`src/hdl/rms_pkg.sv`:
```
`default_nettype none
package rms_pkg;

    localparam int DATA_W      = 32;
    localparam int POS_W       = 10;
    localparam int LEAF_COUNT  = 1024;
    localparam int S_TDATA_W   = 56;
    localparam int M_TDATA_W   = 32;

    localparam logic signed [DATA_W-1:0] INT_MAX = 32'sh7FFF_FFFF;

    localparam logic OP_UPDATE = 1'b0;
    localparam logic OP_QUERY  = 1'b1;

    // controls for the shared min/accumulate unit
    typedef struct packed {
        logic                     load;
        logic                     fold;
        logic signed [DATA_W-1:0] load_val;
    } t_acc_ctl;

endpackage
`default_nettype wire

```
`src/hdl/rms_min_unit.sv`:
```
`default_nettype none
module rms_min_unit (
    input  wire logic                                    i_clk,
    input  wire rms_pkg::t_acc_ctl                       i_ctl,
    input  wire logic signed [rms_pkg::DATA_W-1:0]       i_rd_data,
    output logic signed      [rms_pkg::DATA_W-1:0]       o_min
);
    import rms_pkg::*;

    logic signed [DATA_W-1:0] r_acc;
    logic signed [DATA_W-1:0] n_acc;

    // one signed compare, shared by the update climb and the query walk
    always_comb begin
        if (i_ctl.fold && (i_rd_data < r_acc)) begin
            o_min = i_rd_data;
        end else begin
            o_min = r_acc;
        end
        n_acc = i_ctl.load ? i_ctl.load_val : o_min;
    end

    always_ff @(posedge i_clk) begin
        r_acc <= n_acc;
    end

endmodule
`default_nettype wire
```
`config.mk`:
```
export PLATFORM = sky130hd
export DESIGN_NAME = rms_min_unit
export DESIGN_NICKNAME = d
export VERILOG_FILES = /design/src/hdl/rms_pkg.sv /design/src/hdl/rms_min_unit.sv
export SDC_FILE = /design/constraint.sdc
export NUM_CORES = 1
export LEC_CHECK = 0
export BUFFER_PORTS_ARGS = -buffer_cell sky130_fd_sc_hd__buf_2
export CORE_UTILIZATION = 52
export CTS_BUF_LIST = sky130_fd_sc_hd__clkbuf_16
export DETAILED_ROUTE_END_ITERATION = 8
export PLACE_DENSITY = 0.83
export SETUP_SLACK_MARGIN = 0.05
export SLEW_MARGIN = 20
export SYNTH_ARGS = -nofsm -noshare
export SYNTH_HDL_FRONTEND = slang
export SYNTH_SLANG_ARGS = --single-unit
```
`constraint.sdc`:
```
create_clock -name i_clk -period 4.1 [get_ports i_clk]
set_input_delay 0.82 -clock i_clk [delete_from_list [all_inputs] [get_ports i_clk]]
set_output_delay 0.82 -clock i_clk [all_outputs]
set_load 0.01 [all_outputs]
```
Word-level counts from Yosys, hierarchy flattened
Cells that the tools add are included.
W data, S select, Z words.
{"block": "totals", "reg_bits": 32}
{"block": "classes", "muxes": 2, "n_lt_le_gt_ge": 1, "n_reduce_logical": 1}
{"op": "$mux W32", "n": 2}
{"op": "$lt A32 B32 Y1", "n": 1}
{"op": "$logic_and A1 B1 Y1", "n": 1}

Longest topological paths before layout
{"block": "logic_depth", "word_depth": 4, "depth_mapped": 10, "mapped_depth_nobuf": 8}

Least setup slack after synthesis
No wires, ideal clock.
{"block": "synth_timing", "kind": "input port to output port", "from": "input i_rd_data[14] (netlist name)", "to": "output o_min[10] (netlist name)", "required_time_ns": 3.280, "stages": 8, "path_slack_ns": 0.478, "t_arrival_ns": 2.802, "path_buffers": 1, "path_cell_list": "ha_1 > nand4_1 > or4_4 > nor4_4 > o31ai_4 > nand4_4 > buf_12 > mux2_4"}
{"block": "synth_between", "elab_chain_len": 3}
{"element": "start: declaration", "line_no": "rms_min_unit.sv:5", "text": "input wire logic signed [rms_pkg::DATA_W-1:0] i_rd_data,"}
{"element": "$lt A32 B32 Y1", "line_no": "rms_min_unit.sv:15", "text": "if (i_ctl.fold && (i_rd_data < r_acc)) begin"}
{"element": "$logic_and A1 B1 Y1", "line_no": "rms_min_unit.sv:15"}
{"element": "$mux W32", "line_no": "rms_min_unit.sv:15"}
{"element": "end: declaration", "line_no": "rms_min_unit.sv:6", "text": "output logic signed [rms_pkg::DATA_W-1:0] o_min"}
No other way between the ends.

Final worst setup path
{"block": "layout_timing", "from": "input i_rd_data[10] (netlist name)", "to": "output o_min[14] (netlist name)"}
Same word-level chain as after synthesis.

==> Flow_metrics.wiki <==
{| class="wikitable"
! Metric !! Value
|-
| Worst slack after detailed placement || 0.0808 ns
|-
| Die Outline Area || between 6000 and 7000 um2
|-
| Min-Delay Path Class || reg2reg
|-
| Number of synthesis warnings || 0
|-
| Internal Pwr Total || 1.05 mW
|-
| Clock network latency to the later pin of the worst-skew pair || between 0.2 and 0.3 ns
|-
| Area grow syn2layout || 35.2%
|-
| Synth unique cells || 38
|-
| Final worst-path cycle share || 0.979
|-
| Final weighted congestion of routability-driven global placement || ~0.85
|-
| CTS sink cnt || 32
|-
| DR DRC count || 0
|-
| Final Skew || 0.00383 ns
|-
| Cell area reported after detailed placement || 3550 um2
|-
| Number of antenna violations at the first check in global routing || 0
|-
| Antenna fix cells || 0
|-
| Post-layout min period || about 4.0 ns
|-
| Category of the worst setup path launch point || input pin
|-
| Maximum number of pins on one net before global-route repair || between 60 and 70
|-
| Slack of the critical path || roughly 0.085 ns
|-
| Max transition margin || 0.338
|-
| Global-route wire length before repair || approximately 14,000 um
|-
| Fmax || 0.249 GHz
|-
| Overall global routing resource usage || 0.277
|-
| Final hold vios || 0
|-
| Fraction of final layout cells with drive strength greater than 1 || 0.405
|-
| Leading cell types by total area after synthesis || sky130_fd_sc_hd__dfxtp_1 (21%), sky130_fd_sc_hd__mux2_4 (14%), sky130_fd_sc_hd__ha_1 (13%), sky130_fd_sc_hd__o2111ai_1 (8.8%), sky130_fd_sc_hd__o211ai_1 (8.0%)
|-
| Post-Syn Nets || 442
|-
| Detail-routed via count per cell || between 6 and 7
|-
| Area share of the largest cell type after synthesis || 0.214
|-
| Clock tree from TritonCTS || done
|-
| Total number of vias || 3,178
|-
| Net load switching power || 619 uW
|-
| Slew Limit Fails || 0
|-
| Share of total power in combinational logic || 0.539
|-
| Vias in the first global route || 2,938
|-
| Level count of the clock H-tree || 2
|-
| Global-route congestion overflow total || 0
|-
| Core area || 5540 um2
|-
| Most instantiated cells after synthesis || sky130_fd_sc_hd__nand2_1 (39), sky130_fd_sc_hd__inv_1 (33), sky130_fd_sc_hd__nand3_1 (33)
|-
| Clock buffer count from CTS || 5
|-
| Tightest hold margin || 0.518 ns
|-
| Clock network fraction of design power || 0.210
|-
| Hold buffer count at CTS || 0
|-
| Final std cell area, no fill || just over 4000 um2
|-
| Register with the highest flop count || r_acc
|-
| Leakage dissipation || around 1.9 nW
|-
| Most used flip-flop cell after synthesis || sky130_fd_sc_hd__dfxtp_1
|-
| First-pass DRT Iterations || 5
|-
| Sequential power share || 0.251
|-
| Async S/R FF share, synth || 0
|-
| Number of cells after detailed placement || 498
|-
| Syn Std Cell Area || 3000 um2
|-
| Worst EP arrival || 3.19 ns
|-
| VDD IR max || 236 uV
|-
| Number of endpoints failing setup at the final stage || 0
|-
| Number of cells in the finished layout apart from fillers || 514
|-
| Placed wire-length estimate || between 5000 and 6000 um
|-
| Ratio of total power to cell area || just over 400 nW/um2
|-
| Proportion of synthesized chip area in sequential cells || 0.214
|-
| Max Fanout on Critical Path || 8
|-
| Max reg flops || 32
|-
| Initial Util || 0.541
|-
| Register bit count reported by yosys || 32
|-
| Switching Fraction || 0.370
|-
| X dimension of the die || 77.9 um
|-
| Slew at the pin closest to its max-slew limit || 0.992 ns
|-
| Crit Path Class || in2out
|-
| Total Nets Final || roughly 540
|-
| Max-cap violations || 0
|-
| Initial detailed-routing violation count || 225
|-
| Wirelength, routed || 8930 um
|-
| Number of standard-cell rows in the floorplan || 27
|-
| Buffers on Ports || 98
|-
| # IOs || 99
|-
| Wire per inst || 17.4 um
|-
| Post-detailed-route count of antenna-violating nets || 0
|-
| Clk root buf || sky130_fd_sc_hd__clkbuf_16
|-
| Endpoint type of the worst setup path || output pin
|-
| Status || finished, final reports clean
|-
| Cell count after synthesis || 344
|-
| Number of buffers on the longest clock path || 2
|-
| Yosys top cell by area || sky130_fd_sc_hd__dfxtp_1
|-
| Register clock-pin slew on the reported worst setup and hold paths || 0.05 ns
|-
| Die height || 77.9 um
|-
| Endpoint required time on the critical path || 3.28 ns
|-
| Avg Synthesized Cell Area || 8.71 um2
|-
| Largest registers || r_acc: 32 flops
|-
| Most frequent cell after synthesis || sky130_fd_sc_hd__nand2_1
|-
| Number of synthesized flops with an enable pin || 0
|}
-- per-layer routing --
layer  GRT usage  up-vias  wire, um
li1            -     1496         -
met1       0.335     1518      3630
met2       0.502      146      4580
met3      0.0482       18       547
met4      0.0722        0       168
met5           0        -         0
-- layout make-up --
cell class	count	area [um2]
Timing Repair Buffer	119	850
Clock buffer	5	125
Inverter	34	128
Fill cell	430	1490
Multi-Input combinational cell	249	2210
Clock inverter	3	11.3
Tap cell	72	90.1
Sequential cell	32	641
-- metrics by stage --
step | utilization | power, mW | TNS, ns
after global placement | 0.641 | 1.15 | 0
after detailed placement | 0.641 | 1.17 | 0
after floorplan | - | 0.946 | 0
final | 0.731 | 1.67 | 0
after global routing | 0.731 | 1.77 | -0.0134
after CTS | 0.665 | 1.52 | 0
-- placed cells by master (no fill, tap or decap), types with 2 or more instances in the layout --
| cell | instances |
|---|---|
| sky130_fd_sc_hd__dfxtp_1 | 32 |
| sky130_fd_sc_hd__nand2_1 | 39 |
| sky130_fd_sc_hd__buf_12 | 3 |
| sky130_fd_sc_hd__o211ai_1 | 32 |
| sky130_fd_sc_hd__nand4_1 | 6 |
| sky130_fd_sc_hd__buf_6 | 23 |
| sky130_fd_sc_hd__buf_2 | 74 |
| sky130_fd_sc_hd__nor2_1 | 3 |
| sky130_fd_sc_hd__buf_4 | 18 |
| sky130_fd_sc_hd__mux2_4 | 28 |
| sky130_fd_sc_hd__a41oi_1 | 2 |
| sky130_fd_sc_hd__o2111ai_1 | 30 |
| sky130_fd_sc_hd__nand3_1 | 33 |
| sky130_fd_sc_hd__o21a_1 | 2 |
| sky130_fd_sc_hd__a2bb2oi_1 | 2 |
| sky130_fd_sc_hd__ha_4 | 9 |
| sky130_fd_sc_hd__ha_1 | 22 |
| sky130_fd_sc_hd__nor3_1 | 2 |
| sky130_fd_sc_hd__a21oi_1 | 11 |
| sky130_fd_sc_hd__o21ai_0 | 5 |
| sky130_fd_sc_hd__mux2_2 | 2 |
| sky130_fd_sc_hd__clkbuf_16 | 6 |
| sky130_fd_sc_hd__inv_1 | 35 |
-- kinds of logic (layout without fill, tap and decap cells) --
family | count (synthesis) | count (layout) | synth area share
AO/OA/AOI/OAI | 94 | 94 | 0.249
AND/OR/NAND/NOR | 93 | 94 | 0.159
adder cells (fa/ha/maj) | 31 | 31 | 0.129
multiplexers | 30 | 30 | 0.148
buffers and inverters | 64 | 161 | 0.101
flip-flops | 32 | 32 | 0.214
-- worst max-delay path, stage by stage --
cell	delay [ns]
sky130_fd_sc_hd__buf_6	0.10
sky130_fd_sc_hd__ha_4	0.26
sky130_fd_sc_hd__nand4_1	0.12
sky130_fd_sc_hd__or4_4	0.55
sky130_fd_sc_hd__nor4_4	0.35
sky130_fd_sc_hd__o31ai_4	0.16
sky130_fd_sc_hd__nand4_4	0.20
sky130_fd_sc_hd__buf_12	0.17
sky130_fd_sc_hd__mux2_4	0.30
sky130_fd_sc_hd__buf_2	0.15
-- power by group through the flow --
stage | combinational (mW) | sequential [mW] | clock, mW
after global placement | 0.728 | 0.420 | 0
after CTS | 0.757 | 0.417 | 0.352
final | 0.901 | 0.421 | 0.351
after detailed placement | 0.751 | 0.422 | 0
after floorplan | 0.537 | 0.408 | 0
after global routing | 0.973 | 0.425 | 0.376
-- final timing paths --
check                startpoint   endpoint  slack, ns  depth (start not counted)
hold / removal         r_acc[3]   r_acc[3]       0.52                          2
hold reg to reg        r_acc[3]   r_acc[3]       0.52                          2
setup reg to reg      r_acc[10]   r_acc[7]       1.25                          9
setup / recovery  i_rd_data[10]  o_min[14]       0.09                         10
-- what timing repair did --
item / 4_1_cts / 5_1_grt
resized for setup: 0 / 44
setup buffers: 0 / 6
setup endpoints to repair: 0 / 28
No activity file was read; power rests on OpenSTA's default activity.
